[src/hw/rtl/tesb_pkg.sv]
// ----------------------------------------------------------------------------
// tesb_pkg
// Shared types, constants and helpers for the touch event to screen button
// core: event codes, register indexes, reset values and the Y fold.
// ----------------------------------------------------------------------------
package tesb_pkg;

    // Event decoding
    localparam logic [4:0] EV_TYPE_KEY   = 5'd1;
    localparam logic [4:0] EV_TYPE_ABS   = 5'd3;
    localparam logic [9:0] EV_CODE_X     = 10'd53;
    localparam logic [9:0] EV_CODE_Y     = 10'd54;
    localparam logic [9:0] EV_CODE_TOUCH = 10'd330;

    // Configuration port
    localparam int unsigned CFG_IDX_W  = 3;
    localparam int unsigned CFG_DATA_W = 12;

    localparam logic [CFG_IDX_W-1:0] CFG_RAW_X_RANGE   = 3'd0;
    localparam logic [CFG_IDX_W-1:0] CFG_RAW_Y_RANGE   = 3'd1;
    localparam logic [CFG_IDX_W-1:0] CFG_SCREEN_WIDTH  = 3'd2;
    localparam logic [CFG_IDX_W-1:0] CFG_SCREEN_HEIGHT = 3'd3;
    localparam logic [CFG_IDX_W-1:0] CFG_BUTTON_WIDTH  = 3'd4;
    localparam logic [CFG_IDX_W-1:0] CFG_BUTTON_HEIGHT = 3'd5;
    localparam logic [CFG_IDX_W-1:0] CFG_BUTTON_GAP    = 3'd6;

    localparam logic [CFG_DATA_W-1:0] RST_RAW_X_RANGE   = 12'd800;
    localparam logic [CFG_DATA_W-1:0] RST_RAW_Y_RANGE   = 12'd480;
    localparam logic [CFG_DATA_W-1:0] RST_SCREEN_WIDTH  = 12'd1024;
    localparam logic [CFG_DATA_W-1:0] RST_SCREEN_HEIGHT = 12'd600;
    localparam logic [CFG_DATA_W-1:0] RST_BUTTON_WIDTH  = 12'd204;
    localparam logic [CFG_DATA_W-1:0] RST_BUTTON_HEIGHT = 12'd100;
    localparam logic [CFG_DATA_W-1:0] RST_BUTTON_GAP    = 12'd102;

    // Datapath sizes
    localparam int unsigned VAL_W   = 16;                 // raw axis value
    localparam int unsigned WORK_W  = 15;                 // positive working axis
    localparam int unsigned DVD_W   = WORK_W + CFG_DATA_W; // axis * screen
    localparam int unsigned CNT_W   = $clog2(DVD_W);

    localparam logic [CNT_W-1:0]         DIV_LAST     = CNT_W'(DVD_W - 1);
    localparam logic signed [VAL_W-1:0]  DEFAULT_AXIS = 16'sd200;
    localparam logic signed [VAL_W-1:0]  PAD          = 16'sd50;

    // Sequencer states
    typedef enum logic [2:0] {
        ST_IDLE,
        ST_MUL,
        ST_DIV,
        ST_CLAMP,
        ST_HIT
    } t_state;

    // Fold a Y value about half the raw Y span
    function automatic logic signed [VAL_W-1:0] fold_y(
        input logic signed [VAL_W-1:0] v,
        input logic [CFG_DATA_W-1:0]   span
    );
        logic signed [VAL_W:0] v_ext;
        logic signed [VAL_W:0] half;
        logic signed [VAL_W:0] diff;
        v_ext = $signed({v[VAL_W-1], v});
        half  = $signed({5'b0, 1'b0, span[CFG_DATA_W-1:1]});
        diff  = $signed({5'b0, span}) - v_ext;
        if (v_ext > half) begin
            return $signed(diff[VAL_W-1:0]);
        end
        return v;
    endfunction

endpackage

[src/hw/rtl/touch_event_to_screen_button_core.sv]
// ----------------------------------------------------------------------------
// touch_event_to_screen_button_core
// Caches raw touch X/Y events; on touch release scales the point to screen
// pixels with a shared restoring divider, clamps it and hit-tests it against
// the Start and Exit buttons.
// ----------------------------------------------------------------------------
// Sequence: axis and ignored events are taken while idle. A release that yields a
//   result runs, for X and then for Y, a multiply, 27 divide steps and a clamp,
//   then a hit test that loads the output register once it is free.
// Throughput: one item at a time; the shared 27-step divider sets the rate.
// Reset: synchronous, active low; clears cached axes, output valid and loads the
//   register reset values.
module touch_event_to_screen_button_core (
    input  logic                                i_clk,
    input  logic                                i_rst_n,
    // configuration
    input  logic                                i_cfg_we,
    input  logic [tesb_pkg::CFG_IDX_W-1:0]      i_cfg_index,
    input  logic [tesb_pkg::CFG_DATA_W-1:0]     i_cfg_data,
    // input transactions
    input  logic                                i_in_valid,
    output logic                                o_in_stall,
    input  logic [4:0]                          i_event_type,
    input  logic [9:0]                          i_event_code,
    input  logic signed [15:0]                  i_event_value,
    // output transactions
    output logic                                o_out_valid,
    input  logic                                i_out_stall,
    output logic [11:0]                         o_screen_x,
    output logic [11:0]                         o_screen_y,
    output logic                                o_button_choice
);
    import tesb_pkg::*;

    // Registers
    logic [CFG_DATA_W-1:0]   r_raw_x, r_raw_y, r_scr_w, r_scr_h, r_btn_w, r_btn_h, r_gap;
    logic signed [VAL_W-1:0] r_held_x, r_held_y;
    t_state                  r_state, n_state;
    logic [WORK_W-1:0]       r_work_x, r_work_y;
    logic                    r_axis;        // 0: X pass, 1: Y pass
    logic [CNT_W-1:0]        r_count;
    logic [DVD_W-1:0]        r_quo;
    logic [CFG_DATA_W-1:0]   r_rem;
    logic [CFG_DATA_W-1:0]   r_px, r_py;
    logic                    r_out_valid;
    logic [11:0]             r_out_x, r_out_y;
    logic                    r_out_choice;

    // Control
    logic in_accept, out_free, ld_out;

    // Event decode and release preparation
    logic                    is_x, is_y, is_release, rel_ok;
    logic signed [VAL_W-1:0] new_held_y, wx, wy;

    always_comb begin
        is_x       = (i_event_type == EV_TYPE_ABS) && (i_event_code == EV_CODE_X);
        is_y       = (i_event_type == EV_TYPE_ABS) && (i_event_code == EV_CODE_Y);
        is_release = (i_event_type == EV_TYPE_KEY) && (i_event_code == EV_CODE_TOUCH)
                     && (i_event_value == 16'sd0);
        new_held_y = fold_y(r_held_y, r_raw_y);
        wx         = (r_held_x == 16'sd0) ? DEFAULT_AXIS : r_held_x;
        wy         = fold_y((new_held_y == 16'sd0) ? DEFAULT_AXIS : new_held_y, r_raw_y);
        rel_ok     = !wx[VAL_W-1] && (wx != 16'sd0) && !wy[VAL_W-1] && (wy != 16'sd0)
                     && (r_raw_x != '0) && (r_raw_y != '0)
                     && (r_scr_w != '0) && (r_scr_h != '0);
    end

    // Shared unit operand select
    logic [WORK_W-1:0]     cur_work;
    logic [CFG_DATA_W-1:0] cur_screen, cur_range;

    always_comb begin
        cur_work   = r_axis ? r_work_y : r_work_x;
        cur_screen = r_axis ? r_scr_h : r_scr_w;
        cur_range  = r_axis ? r_raw_y : r_raw_x;
    end

    // Restoring divide step
    logic [CFG_DATA_W:0]   rem_sh;
    logic                  q_bit;
    logic [CFG_DATA_W-1:0] rem_nxt;
    logic [CFG_DATA_W-1:0] clamp_val;

    always_comb begin
        rem_sh    = {r_rem, r_quo[DVD_W-1]};
        q_bit     = rem_sh >= {1'b0, cur_range};
        rem_nxt   = q_bit ? CFG_DATA_W'(rem_sh - {1'b0, cur_range})
                          : rem_sh[CFG_DATA_W-1:0];
        clamp_val = (r_quo >= DVD_W'(cur_screen)) ? (cur_screen - 12'd1)
                                                  : r_quo[CFG_DATA_W-1:0];
    end

    // Button hit test
    logic signed [VAL_W-1:0] sw_s, sh_s, bw_s, bh_s, gap_s, px_s, py_s;
    logic signed [VAL_W-1:0] top, span_d, sx, ex;
    logic                    row_hit, start_hit, exit_hit, choice;

    always_comb begin
        sw_s      = $signed({4'b0, r_scr_w});
        sh_s      = $signed({4'b0, r_scr_h});
        bw_s      = $signed({4'b0, r_btn_w});
        bh_s      = $signed({4'b0, r_btn_h});
        gap_s     = $signed({4'b0, r_gap});
        px_s      = $signed({4'b0, r_px});
        py_s      = $signed({4'b0, r_py});
        top       = sh_s - bh_s - PAD;
        span_d    = sw_s - (bw_s <<< 1) - gap_s;
        // halve, rounding toward zero
        sx        = (span_d + $signed({15'b0, span_d[VAL_W-1]})) >>> 1;
        ex        = sx + bw_s + gap_s;
        row_hit   = (py_s >= top - PAD) && (py_s <= top + bh_s + PAD);
        start_hit = row_hit && (px_s >= sx - PAD) && (px_s <= sx + bw_s + PAD);
        exit_hit  = row_hit && (px_s >= ex - PAD) && (px_s <= ex + bw_s + PAD);
        if (start_hit) begin
            choice = 1'b0;
        end else if (exit_hit) begin
            choice = 1'b1;
        end else begin
            choice = !(r_px < {1'b0, r_scr_w[CFG_DATA_W-1:1]});
        end
    end

    // Next state
    always_comb begin
        n_state = r_state;
        case (r_state)
            ST_IDLE: begin
                if (in_accept && is_release && rel_ok) n_state = ST_MUL;
            end
            ST_MUL:   n_state = ST_DIV;
            ST_DIV: begin
                if (r_count == DIV_LAST) n_state = ST_CLAMP;
            end
            ST_CLAMP: n_state = r_axis ? ST_HIT : ST_MUL;
            ST_HIT: begin
                if (out_free) n_state = ST_IDLE;
            end
            default:  n_state = ST_IDLE;
        endcase
    end

    // Sequencer outputs
    always_comb begin
        out_free   = !r_out_valid || !i_out_stall;
        o_in_stall = (r_state != ST_IDLE);
        in_accept  = i_in_valid && (r_state == ST_IDLE);
        ld_out     = (r_state == ST_HIT) && out_free;
    end

    // Configuration registers
    always_ff @(posedge i_clk) begin
        if (!i_rst_n) begin
            r_raw_x <= RST_RAW_X_RANGE;
            r_raw_y <= RST_RAW_Y_RANGE;
            r_scr_w <= RST_SCREEN_WIDTH;
            r_scr_h <= RST_SCREEN_HEIGHT;
            r_btn_w <= RST_BUTTON_WIDTH;
            r_btn_h <= RST_BUTTON_HEIGHT;
            r_gap   <= RST_BUTTON_GAP;
        end else if (i_cfg_we) begin
            case (i_cfg_index)
                CFG_RAW_X_RANGE:   r_raw_x <= i_cfg_data;
                CFG_RAW_Y_RANGE:   r_raw_y <= i_cfg_data;
                CFG_SCREEN_WIDTH:  r_scr_w <= i_cfg_data;
                CFG_SCREEN_HEIGHT: r_scr_h <= i_cfg_data;
                CFG_BUTTON_WIDTH:  r_btn_w <= i_cfg_data;
                CFG_BUTTON_HEIGHT: r_btn_h <= i_cfg_data;
                CFG_BUTTON_GAP:    r_gap   <= i_cfg_data;
                default: ;
            endcase
        end
    end

    // Control state: state, cached axes, output valid
    always_ff @(posedge i_clk) begin
        if (!i_rst_n) begin
            r_state     <= ST_IDLE;
            r_held_x    <= '0;
            r_held_y    <= '0;
            r_out_valid <= 1'b0;
        end else begin
            r_state <= n_state;
            if (in_accept) begin
                if (is_x) begin
                    r_held_x <= i_event_value;
                end else if (is_y) begin
                    r_held_y <= fold_y(i_event_value, r_raw_y);
                end else if (is_release) begin
                    r_held_y <= new_held_y;
                end
            end
            if (ld_out) begin
                r_out_valid <= 1'b1;
            end else if (!i_out_stall) begin
                r_out_valid <= 1'b0;
            end
        end
    end

    // Datapath: working axes, shared multiply/divide, clamp, output register
    always_ff @(posedge i_clk) begin
        case (r_state)
            ST_IDLE: begin
                r_work_x <= wx[WORK_W-1:0];
                r_work_y <= wy[WORK_W-1:0];
                r_axis   <= 1'b0;
            end
            ST_MUL: begin
                r_quo   <= DVD_W'(cur_work * cur_screen);
                r_rem   <= '0;
                r_count <= '0;
            end
            ST_DIV: begin
                r_quo   <= {r_quo[DVD_W-2:0], q_bit};
                r_rem   <= rem_nxt;
                r_count <= r_count + 1'b1;
            end
            ST_CLAMP: begin
                if (r_axis) r_py <= clamp_val;
                else        r_px <= clamp_val;
                r_axis <= 1'b1;
            end
            ST_HIT: begin
                if (out_free) begin
                    r_out_x      <= r_px;
                    r_out_y      <= r_py;
                    r_out_choice <= choice;
                end
            end
            default: ;
        endcase
    end

    assign o_out_valid     = r_out_valid;
    assign o_screen_x      = r_out_x;
    assign o_screen_y      = r_out_y;
    assign o_button_choice = r_out_choice;

`ifndef SYNTHESIS
    // divider step count stays within the dividend width
    a_div_count: assert property (@(posedge i_clk) disable iff (!i_rst_n)
        (r_state == ST_DIV) |-> (r_count <= DIV_LAST))
        else $error("divider step count out of range");

    // last divide step hands over to the clamp
    a_div_done: assert property (@(posedge i_clk) disable iff (!i_rst_n)
        (r_state == ST_DIV && r_count == DIV_LAST) |=> (r_state == ST_CLAMP))
        else $error("divider did not finish into clamp");

    // a new result only appears after the hit test
    a_out_src: assert property (@(posedge i_clk) disable iff (!i_rst_n)
        $rose(o_out_valid) |-> ($past(r_state) == ST_HIT))
        else $error("result raised outside hit test");

    // hit test with a free output register loads it and returns to idle
    a_hit_load: assert property (@(posedge i_clk) disable iff (!i_rst_n)
        (r_state == ST_HIT && out_free) |=> (o_out_valid && r_state == ST_IDLE))
        else $error("hit test did not deliver result");
`endif

endmodule
[config.mk]
export PLATFORM = sky130hd
export DESIGN_NAME = touch_event_to_screen_button_core
export DESIGN_NICKNAME = d
export VERILOG_FILES = /design/src/hw/rtl/tesb_pkg.sv /design/src/hw/rtl/touch_event_to_screen_button_core.sv
export SDC_FILE = /design/constraint.sdc
export NUM_CORES = 1
export LEC_CHECK = 0
export BUFFER_PORTS_ARGS = -buffer_cell sky130_fd_sc_hd__buf_2
export CORE_ASPECT_RATIO = 1.4
export CORE_MARGIN = 5
export CORE_UTILIZATION = 45
export CTS_CLUSTER_DIAMETER = 30
export DETAILED_ROUTE_END_ITERATION = 6
export SYNTH_ARGS = -nofsm -noshare
export SYNTH_HDL_FRONTEND = slang
export SYNTH_SLANG_ARGS = --single-unit
[constraint.sdc]
create_clock -name i_clk -period 10.7 [get_ports i_clk]
set_input_delay 0.535 -clock i_clk [delete_from_list [all_inputs] [get_ports i_clk]]
set_output_delay 0.535 -clock i_clk [all_outputs]
set_load 0.03 [all_outputs]
* After elaboration in Yosys (flattened, before gate mapping) *
Cells that the tools add are included.

operators by class
  div/mod/pow operators = 0
  multiply operators = 1
  muxes and demuxes = 34
  reductions and logical operators = 54
  $add $sub $neg = 21
  $lt $le $gt $ge = 12
  shift operators = 0
  equality and inequality tests = 20
  bitwise gates (word level) = 2

operators with widths
  kind                   number
  $mux 16                10
  $pmux 27 s2            1
  $gt 16x12->1           3
  $le 13x16->1           3
  $logic_not 16->1       3
  $mux 12                4
  $reduce_bool 12->1     4
  $sub 13x16->16         3
  $add 16x13->16         2
  $add 16x7->16 const B  2
  $ge 13x16->1           2
  $reduce_bool 16->1     2
  $ge 27x12->1           1
  $mul 15x12->27         1
  $pmux 12 s2            1
  $reduce_and 2->1       11
  $eq 10x6->1 const B    2
  $logic_and 1x1->1      20
  $add 15x13->16         1
  $add 15x2->16          1
  $add 15x7->16 const B  1
  $sub 15x7->16 const B  1
  $sub 16x7->16 const B  1
  $add 14x13->15         1
  other kinds (33)       63

storage, ports and cells
  input bits = 51
  memories = 0
  logic and storage cells = 166
  bits in writable memories = 0
  memory bits (read-only) = 0
  bits in registers = 244
  bits in latches = 0

* Longest topological paths before layout *
Gate-level depths: netlist of the first run.

  depth after elaboration = 18
  gate-level depth with buffers = 52

* Least setup slack after synthesis of the first run *
No wires, ideal clock.

  path type = register to register
  start point = reg r_scr_w[1]
  end point = reg r_out_choice, in the netlist o_button_choice (data pin)
  buffers on the path = 1
  cell stages (with the launch flop) = 48
  clock period less this slack = 9.006 ns
  library setup time = 0.267 ns
  arrival time = 8.738 ns
  setup slack = 1.694 ns
  required time = 10.433 ns
  path through = dfxtp_1 > inv_1 > ha_1 > fa_1 > nor2b_1 > o211ai_1 > a21oi_1 > nor2_1 > xnor2_1 > ha_1 > nand2_1 > nor3_2 > a21oi_1 > a21oi_1 > o221a_2 > buf_2 > nor2_1 > ha_1 > [... 12 more ...] > ha_1 > a21oi_1 > nor2b_1 > o21a_1 > o21ai_0 > a21boi_0 > nor2_1 > xor2_1 > ha_1 > nand4_1 > nor3_1 > a21oi_1 > o21ai_0 > or3_1 > o22ai_1 > mux2i_1 > nand4_1 > a32oi_1

on the way
  longest elaborated chain between the ends = 10
  elaborated cells between the ends (all ways) = 21
  those cells by class = add/sub: 10; order compare: 5; mux: 1; reduce/logical: 5

RTL lines
  element                                                   line                                                                                RTL
  start: declaration                                        touch_event_to_screen_button_core.sv:36                                             logic [CFG_DATA_W-1:0] r_raw_x, r_raw_y, r_scr_w, r_scr_h, r_btn_w, r_btn_h, r_gap;
  start signal: assignment                                  touch_event_to_screen_button_core.sv:165                                            CFG_SCREEN_WIDTH: r_scr_w <= i_cfg_data;
  $sub 12x13->14                                            touch_event_to_screen_button_core.sv:108                                            span_d = sw_s - (bw_s <<< 1) - gap_s;
  $sub 14x13->15                                            touch_event_to_screen_button_core.sv:108
  $add 15x2->16                                             touch_event_to_screen_button_core.sv:110                                            sx = (span_d + $signed({15'b0, span_d[VAL_W-1]})) >>> 1;
  $add 15x13->16                                            touch_event_to_screen_button_core.sv:111, touch_event_to_screen_button_core.sv:113
  $add 16x13->16                                            touch_event_to_screen_button_core.sv:111                                            ex = sx + bw_s + gap_s;
  $add 16x13->16 / $sub 16x7->16 (equally long branches)    touch_event_to_screen_button_core.sv:114                                            exit_hit = row_hit && (px_s >= ex - PAD) && (px_s <= ex + bw_s + PAD);
  $add 16x7->16 / $ge 13x16->1 (equally long branches)      touch_event_to_screen_button_core.sv:114
  $le 13x16->1 / $logic_and 1x1->1 (equally long branches)  touch_event_to_screen_button_core.sv:114
  $logic_and 1x1->1                                         touch_event_to_screen_button_core.sv:114
  $mux 1                                                    touch_event_to_screen_button_core.sv:117                                            end else if (exit_hit) begin
  end signal: assignment                                    touch_event_to_screen_button_core.sv:228                                            r_out_choice <= choice;
  end: declaration                                          touch_event_to_screen_button_core.sv:47                                             logic r_out_choice;

Parallel ways exist; a longest one is shown, timed or not.
A chain may end at the register's enable or synchronous reset.

* Worst setup path in the final report of the first run *
Same ends and word-level chain as after synthesis.

==> out/metrics.csv, run 1 <==
stage,metric,value,unit
worst_setup_path,cp_slowest_stage_delay,620,ps
worst_setup_path,crit_path_end_kind,register,
sta,worst_pin_slew,1280,ps
floorplanning,ios,78,
place,port_buffers,77,
worst_setup_path,criticalPathCategory,reg2reg,
sta,fmax,99.5,MHz
routing,drtIter0Drc,1485,
worst_setup_path,rrSetupSlack,650,ps
synth,async_flop_share,0,
power,p_leak,13.3,nW
routing,wl_per_cell,20.7,um
flow_run,drv_cap,0,
synth,syn_nets,3748,
worst_setup_path,r2r_start,r_scr_w[1],
sta,maxSlewViolCount,0,
clocking,clkSlewWorstSetupHoldPaths,50,ps
sta,whs,253,ps
routing,postRouteWirelength,84.4,mm
synth,yosysUniqueCellTypes,93,
synth,syn_area,0.0270,mm2
worst_setup_path,critical_path_depth,46,
grt,grt_usage,0.252,
clocking,clock-sinks,244,
grt,grt_pass1_wl,130,mm
synth,ys_ff_latch,244,
floorplanning,start_util,0.453,
clocking,cts_tree,built,
sta,fin_crit_sh,0.939,
sta,period_needed,10050,ps
grt,antenna_found_initial,0,
worst_setup_path,critPathArrivalTime,10340,ps
status,status,completed,
routing,viasPerCell,5.76,
cells_and_area,finalInstanceArea,0.0301,mm2
worst_hold_path,hp-class,in2reg,
cells_and_area,num-fill-cells,5655,
sta,finClkSkew,15.3,ps
synth,ys_dominant_reg_cell,edfxtp_1,
grt,globalRoute.totalOverflow,0,
worst_setup_path,crit_slowest_cell,fa_1,
worst_setup_path,startpoint_type,register,
clocking,clk_latency,590,ps
power,power_density,165,mW/mm2
synth,synth_edf_count,124,
worst_setup_path,worst_path_most_repeated_cell,ha_1,
clocking,htree_levels,2,
power,ir_worst_vdd,0.161,mV
worst_setup_path,crit_start,r_scr_w[1],
worst_setup_path,rr_worst_depth,46,
floorplanning,fp-row-count,106,
routing,drc_errors,0,
cells_and_area,multi_input_area,0.0193,mm2
clocking,root_buffer,clkbuf_16,
worst_setup_path,r2r_end,o_button_choice,
sta,rsz0062_at_grt,false,
floorplanning,core_area,0.0595,mm2
floorplanning,chipHeight,300,um
cells_and_area,mostFrequentLayoutCell,nand2_1,
floorplanning,dieArea,0.0650,mm2
routing,routed-via-count,23500,
place,gp_congestion,0.939,
routing,drt.antenna.violating_nets,0,
synth,yosysWarnings,0,
cells_and_area,area_growth,11.7,%
sta,hold_violations,0,
clocking,cts-buffers-inserted,54,
place,place_hpwl,67.1,mm
place,placed_area,0.0282,mm2
sta,tns,0,ps
grt,grt_max_degree,65,
cells_and_area,drive_gt1_frac,0.0860,
worst_setup_path,crit_buf_inv,3,
floorplanning,die_w,217,um
grt,grt_pass1_vias,23600,
synth,synthCells,3196,
worst_setup_path,endpoint,o_button_choice,
cells_and_area,fin_nets,3822,
synth,ys_seq_area_frac,0.227,
cells_and_area,seq_area,0.00613,mm2
worst_setup_path,path_delay_family,adder cells,
worst_hold_path,whs_path_depth,3,
synth,syn_area_per_cell,8.44,um2
sta,setup_viol,0,
worst_setup_path,crit_required,10990,ps
worst_setup_path,crit_fanout,9,
cells_and_area,mostFrequentLayoutCells,"nand2_1 (429), ha_1 (360), inv_1 (332)",
sta,slew_headroom,0.143,
routing,first_pass_iters,5,
clocking,cts.path.max_buffers,3,
[sequential cells by signal (all words and copies together), names as in the netlist, 15 cells and up]
signal,flops
r_quo,27
r_held_x,16
r_held_y,16
r_work_x,15
r_work_y,15
[tightest hold or removal path, delay by kind of cell]
family / cells / cell delay [ps]
compound gates: 1 / 60
simple gates: 1 / 80
buf+inv: 1 / 110
[through the flow]
stage / std cells / total power [mW] / setup WS, ps / utilization
detailed placement: 3968 / 3.28 / 362 / 0.474
finish: 4072 / 4.97 / 652 / 0.506
floorplan: 3196 / 2.79 / 1690 / -
global placement: 3968 / 3.22 / 696 / 0.474
global route: 4071 / 5.33 / 20.7 / 0.506
CTS: 4069 / 4.99 / 302 / 0.505
[synthesized netlist by cell type (8+ instances only)]
master	number	area, um2
clkbuf_1	81	304
a211oi_1	19	143
nor3_1	52	260
nand2b_1	49	307
o211ai_1	36	270
nand4_1	35	219
o21ai_0	111	556
xnor2_1	120	1050
and3_1	14	87.6
o2111ai_1	8	70.1
mux2_2	33	372
or4_1	8	60.1
o21a_1	60	450
or3_1	12	75.1
nor4_1	42	263
nor2b_1	53	332
a21boi_0	24	180
xor2_1	59	517
or2_2	10	62.6
nand3_1	70	350
and2_1	12	75.1
nand2_1	429	1610
o22ai_1	8	50.1
fa_1	141	2820
o21bai_1	11	82.6
nor2_1	253	950
a21o_1	60	450
nor3b_1	11	82.6
a21oi_1	220	1100
edfxtp_1	124	3720
a31oi_1	11	68.8
inv_1	332	1250
o21ai_1	11	55.1
dfxtp_1	120	2400
a211o_1	10	87.6
mux2i_1	62	621
ha_1	360	4500
o31ai_1	13	97.6
[power by group]
part / leakage (nW) / switching (mW) / internal, mW / total, mW
Sequential: 2.17 / 0.0142 / 0.991 / 1.00
Clock: 0.912 / 0.585 / 1.09 / 1.67
Combinational: 10.2 / 1.27 / 1.02 / 2.30
Total: 13.3 / 1.87 / 3.10 / 4.97
[routing by layer]
metal  routed length (um)  global-route usage  vias to the layer above
li1                     -                   -                    11300
met1                33000               0.290                    11300
met2                43200               0.465                      659
met3                 3850              0.0317                      221
met4                 4380               0.116                        0
met5                    0                   0                        -
[worst min-delay path by stage]
stage	slack [ps]	endpoint	start
after floorplan	430	o_screen_y[0]	r_py[0]
final	250	o_out_valid	i_out_stall
after detailed placement	450	o_screen_y[0]	r_py[0]
after global routing	260	o_out_valid	i_out_stall
after global placement	440	o_screen_y[0]	r_py[0]
after CTS	220	o_out_valid	i_out_stall
[cell type report]
type                       instances  share of cell area
sequential                       244               0.203
timing repair buffer             109              0.0208
inverter                         334              0.0416
clock inverter                    30             0.00971
tap                              756              0.0314
clock buffer                      71              0.0517
antenna                            1           0.0000830
multi-input combinational       2527               0.642
[cells by family after synthesis]
kind of cell | count (synthesis) | share of synthesized area
AO/OA/AOI/OAI | 670 | 0.160
adder cells (fa/ha/maj) | 501 | 0.271
buffers and inverters | 425 | 0.0594
XOR/XNOR | 183 | 0.0607
flip-flops | 244 | 0.227
AND/OR/NAND/NOR | 1078 | 0.185
multiplexers | 95 | 0.0368
[timing repair]
| action | CTS | global route |
|---|---|---|
| gates resized for setup | 0 | 9 |
| buffers inserted | 0 | 2 |
| hold buffers | 0 | 0 |
| endpoints found under the setup margin | 0 | 1 |
Note: power is estimated with default switching activity, not from simulation.
==> run 2, diff against run 1 <==
clock period = 9.74 ns   (was 10.7 ns; I/O delays follow)
==> run 2 against run 1 <==
- first-iteration DRC count decreased by 6.1%
- clock skew increased by 14 ps
- largest power group unchanged
- global-route usage increased by 0.20 points
- count of clock-buffer cells in the layout decreased by 15
- power increased by 11%
- sequential share of layout area decreased by 0.16 points
- final area increased by 0.85%
- wire length increased by 1.3%
- utilization increased by 0.43 points
- clock power increased by 6%
- critical endpoint unchanged
- via count increased by 1.0%
- non-clock buffer count increased by 29
==> out/metrics.csv, run 2 (synthesis results as in run 1) <==
stage,metric,value,unit
routing,first_pass_iters,6,
worst_hold_path,hp-class,in2reg,
clocking,clk_latency,610,ps
routing,postRouteWirelength,85.5,mm
worst_setup_path,criticalPathCategory,reg2reg,
floorplanning,die_w,217,um
clocking,cts_tree,built,
cells_and_area,top_register,r_quo,
sta,worst_pin_slew,1350,ps
cells_and_area,seq_area,0.00613,mm2
floorplanning,dieArea,0.0650,mm2
worst_setup_path,crit_fanout,12,
sta,layout_setup_ws,494,ps
worst_setup_path,crit_start,r_btn_w[2],
worst_setup_path,crit_required,10050,ps
clocking,htree_levels,2,
grt,antenna_found_initial,0,
clocking,cts-buffers-inserted,52,
cells_and_area,finalInstanceArea,0.0304,mm2
routing,viasPerCell,5.79,
sta,finClkSkew,29.7,ps
grt,grt_usage,0.254,
cells_and_area,area_growth,12.6,%
worst_setup_path,cp_slowest_stage_delay,450,ps
grt,grt_pass1_vias,23800,
sta,whs,212,ps
sta,fin_crit_sh,0.949,
power,p_leak,13.4,nW
sta,maxSlewViolCount,0,
worst_setup_path,startpoint_type,register,
clocking,clkSlewWorstSetupHoldPaths,50,ps
sta,period_needed,9250,ps
routing,drtIter0Drc,1394,
worst_setup_path,crit_slowest_cell,or4_1,
cells_and_area,num-fill-cells,5649,
place,placed_area,0.0284,mm2
grt,grt_pass1_wl,131,mm
floorplanning,chipHeight,300,um
power,power_density,182,mW/mm2
status,status,completed,
sta,setup_viol,0,
cells_and_area,fin_nets,3849,
cells_and_area,diodes,0,
floorplanning,fp-row-count,106,
floorplanning,ios,78,
routing,wl_per_cell,20.9,um
grt,grt_max_degree,77,
cells_and_area,largest_register_ffs,27,
clocking,clock-sinks,244,
routing,drc_errors,0,
grt,globalRoute.totalOverflow,0,
sta,hold_violations,0,
cells_and_area,mostFrequentLayoutCell,nand2_1,
worst_setup_path,critPathArrivalTime,9560,ps
floorplanning,start_util,0.453,
cells_and_area,mostFrequentLayoutCells,"nand2_1 (429), ha_1 (358), inv_1 (332)",
worst_hold_path,hp-start,i_out_stall,
power,fin_total_pwr,5.53,mW
routing,drt.antenna.violating_nets,0,
place,port_buffers,77,
power,ir_worst_vdd,0.191,mV
cells_and_area,drive_gt1_frac,0.101,
worst_setup_path,r2r_start,r_btn_w[2],
clocking,cts_hold_buf,0,
clocking,root_buffer,clkbuf_16,
floorplanning,core_area,0.0595,mm2
cells_and_area,largestRegisters,"r_quo: 27 flops, r_held_x: 16 flops, r_held_y: 16 flops",
place,place_hpwl,67.9,mm
worst_setup_path,worst_path_most_repeated_cell,ha_1,
place,pre_cts_ws,50.8,ps
worst_setup_path,crit_path_end_kind,register,
place,gp_congestion,0.939,
cells_and_area,multi_input_area,0.0195,mm2
routing,routed-via-count,23700,
sta,slew_headroom,0.0997,
clocking,cts.path.max_buffers,3,
flow_run,drv_cap,0,
sta,fmax,108,MHz
run 2: cell type report:
type	instances	area share
repair buffers	138	0.0277
well taps	756	0.0311
clock inverters	42	0.0143
flip-flops and latches	244	0.202
clock buffers	56	0.0440
inverters	334	0.0412
multi-input cells	2527	0.640
run 2: power by group:
part	total (mW)	switching, mW	leakage, nW	internal, mW
Sequential	1.10	0.0156	2.17	1.09
Combinational	2.65	1.44	10.4	1.21
Clock	1.77	0.670	0.852	1.10
run 2: per-layer routing:
layer  GRT usage  wire length, um  vias up  part of all wire
met3      0.0322             3890      236             0.046
met4       0.120             4620        0             0.054
li1            -                -    11300                 -
met1       0.295            33400    11500              0.39
met5           0                0        -                 0
met2       0.464            43600      687              0.51
run 2: path summary, 6_finish.rpt:
kind | end | slack [ps] | depth (start not counted)
hold / removal | o_out_valid | 210 | 3
setup reg to reg | o_button_choice | 490 | 45
hold reg to reg | o_screen_y[0] | 450 | 0
setup / recovery | o_button_choice | 490 | 45
run 2: per-stage QoR:
step	cells	utilization	TNS [ps]
2_1_floorplan	3196	-	0
3_3_place_gp	3996	0.478	0
3_5_place_dp	3996	0.478	0
4_1_cts	4094	0.507	0
5_1_grt	4097	0.511	-68.7
6_report	4097	0.511	0
run 2: worst max-delay path, delay by kind of cell (launching register included):
| kind | cells | cell delay (ps) |
|---|---|---|
| buf+inv | 3 | 410 |
| simple gates | 14 | 2740 |
| xor+xnor | 4 | 740 |
| compound gates | 16 | 2490 |
| mux | 1 | 110 |
| fa+ha+maj | 7 | 2140 |
| flops | 1 | 360 |
run 2: timing repair:
item                       4_1_cts  5_1_grt
buffers inserted                 0        3
setup endpoints to repair        0        1
resized for setup                0       42
hold endpoints to repair         0        0
==> run 3, diff against run 2 <==
ABC_AREA = 1   (was unset)
clock period = 9.6 ns   (was 9.74 ns; I/O delays follow)
==> run 3 against run 2 <==
- global-route usage shrank 0.45 points
- power up 34%
- count of clock-buffer cells in the layout up 2
- sequential cell count is the same
- worst hold slack better by 8.6 ps
- synthesized cell count rose by 13%
- cell count up 9.1%
==> out/metrics.csv, run 3 <==
stage,metric,value,unit
sta,period_needed,8810,ps
floorplanning,dieArea,0.0651,mm2
grt,grt_usage,0.250,
sta,tns,0,ps
place,port_buffers,77,
clocking,cts.path.max_buffers,3,
synth,synth_edf_count,124,
synth,ys_dominant_reg_cell,edfxtp_1,
floorplanning,ios,78,
cells_and_area,mostFrequentLayoutCells,"nand2_1 (721), inv_1 (597), ha_1 (356)",
worst_setup_path,crit_path_end_kind,register,
cells_and_area,drive_gt1_frac,0.0894,
floorplanning,core_area,0.0595,mm2
synth,synth_area_leaders,"ha_1 (17%), edfxtp_1 (14%), fa_1 (10%)",
sta,hold_violations,0,
sta,setup_viol,0,
synth,synth_commonest_cells,"nand2_1 (722), inv_1 (597), ha_1 (360)",
routing,postRouteWirelength,82.5,mm
clocking,clock-sinks,244,
worst_hold_path,hp-class,in2reg,
synth,yosysWarnings,0,
synth,ys_ff_latch,244,
status,status,completed,
synth,synthCells,3596,
routing,drt.antenna.violating_nets,0,
clocking,root_buffer,clkbuf_16,
sta,finClkSkew,15.6,ps
sta,layout_setup_ws,790,ps
cells_and_area,largestRegisters,"r_quo: 27 flops, r_held_x: 16 flops, r_held_y: 16 flops",
routing,drc_errors,0,
routing,first_pass_iters,6,
synth,netlist.area_leader.share,0.167,
grt,grt_pass1_wl,129,mm
clocking,cts_hold_buf,0,
power,power_density,246,mW/mm2
synth,ys_seq_area_frac,0.227,
synth,yosys.area.top_type,ha_1,
synth,syn_nets,4148,
sta,fin_crit_sh,0.918,
power,ir_worst_vdd,0.221,mV
power,p_leak,14.6,nW
synth,async_flop_share,0,
synth,yosysUniqueCellTypes,60,
worst_setup_path,crit_fanout,5,
worst_setup_path,critPathArrivalTime,9230,ps
routing,drtIter0Drc,1584,
worst_setup_path,worst_path_most_repeated_cell,nand2_1,
floorplanning,fp-row-count,106,
routing,wl_per_cell,18.5,um
cells_and_area,top_register,r_quo,
clocking,cts_tree,built,
floorplanning,chipHeight,300,um
worst_setup_path,startpoint_type,register,
place,gp_congestion,0.952,
clocking,clkSlewWorstSetupHoldPaths,50,ps
routing,viasPerCell,5.37,
cells_and_area,fin_nets,4226,
sta,maxSlewViolCount,0,
grt,antenna_found_initial,0,
worst_setup_path,cp_slowest_stage_delay,420,ps
synth,syn_area_per_cell,7.51,um2
grt,grt_pass1_vias,23900,
worst_setup_path,criticalPathCategory,reg2reg,
cells_and_area,area_growth,11.2,%
floorplanning,start_util,0.454,
clocking,cts-buffers-inserted,50,
place,place_hpwl,67.0,mm
place,pre_cts_ws,315,ps
grt,globalRoute.totalOverflow,0,
clocking,clk_latency,570,ps
clocking,htree_levels,2,
synth,yosysMostFrequentCell,nand2_1,
cells_and_area,mostFrequentLayoutCell,nand2_1,
grt,grt_max_degree,62,
worst_setup_path,crit_slowest_cell,o41ai_2,
floorplanning,die_w,217,um
routing,routed-via-count,24000,
flow_run,drv_cap,0,
worst_setup_path,crit_required,10020,ps
sta,worst_pin_slew,1040,ps
sta,fmax,114,MHz
synth,syn_area,0.0270,mm2
cells_and_area,utilization,0.504,
cells_and_area,largest_register_ffs,27,
sta,slew_headroom,0.305,
[run 3: area by class of cell]
type | instances | area, um2
antenna | 1 | 2.50
clock buffer | 58 | 1330
tap | 756 | 946
fill | 6023 | 29500
sequential | 244 | 6130
multi-input combinational | 2653 | 18400
inverter | 619 | 2330
timing repair buffer | 106 | 603
clock inverter | 34 | 325
[run 3: stage by stage]
stage	cells	power (mW)	hold WS, ps	area, um2
4_1_cts	4464	7.26	180	29900
3_3_place_gp	4372	5.47	446	28200
5_1_grt	4470	8.14	206	30000
6_report	4471	7.38	221	30000
3_5_place_dp	4372	5.52	450	28200
2_1_floorplan	3596	4.57	426	27000
[run 3: critical path: cells and delay by family (launching register included)]
family | cells | cell delay [ps]
compound gates | 13 | 2120
xor+xnor | 4 | 790
fa+ha+maj | 9 | 2640
buf+inv | 7 | 540
flops | 1 | 340
simple gates | 23 | 2240
[run 3: where the power goes]
part / switching, mW / total, mW / internal (mW)
Sequential: 0.0420 / 1.26 / 1.21
Combinational: 2.66 / 4.42 / 1.75
Clock: 0.620 / 1.71 / 1.09
[run 3: cell families (layout without fill, tap and decap cells)]
logic type,after synthesis,in the layout,synth area share
other,0,1,0
buffers and inverters,699,817,0.0982
flip-flops,244,244,0.227
AO/OA/AOI/OAI,676,676,0.139
adder cells (fa/ha/maj),501,501,0.271
XOR/XNOR,159,159,0.0532
AND/OR/NAND/NOR,1317,1317,0.212
[run 3: per-layer routing]
| metal | global-route usage | share of wire |
|---|---|---|
| met3 | 0.0293 | 0.043 |
| met1 | 0.281 | 0.38 |
| met2 | 0.465 | 0.52 |
| met5 | 0 | 0 |
| met4 | 0.122 | 0.057 |
[run 3: worst paths after layout]
check              startpoint              end  slack, ps  cells past startpoint
setup / recovery   r_scr_w[1]  o_button_choice        790                     56
hold / removal    i_out_stall      o_out_valid        220                      3
setup reg to reg   r_scr_w[1]  o_button_choice        790                     56
hold reg to reg   r_held_x[0]      r_work_x[0]        460                      0
[run 3: what timing repair did]
action	CTS	global route
resized for setup	0	32
setup endpoints to repair	0	1
buffers inserted	0	6
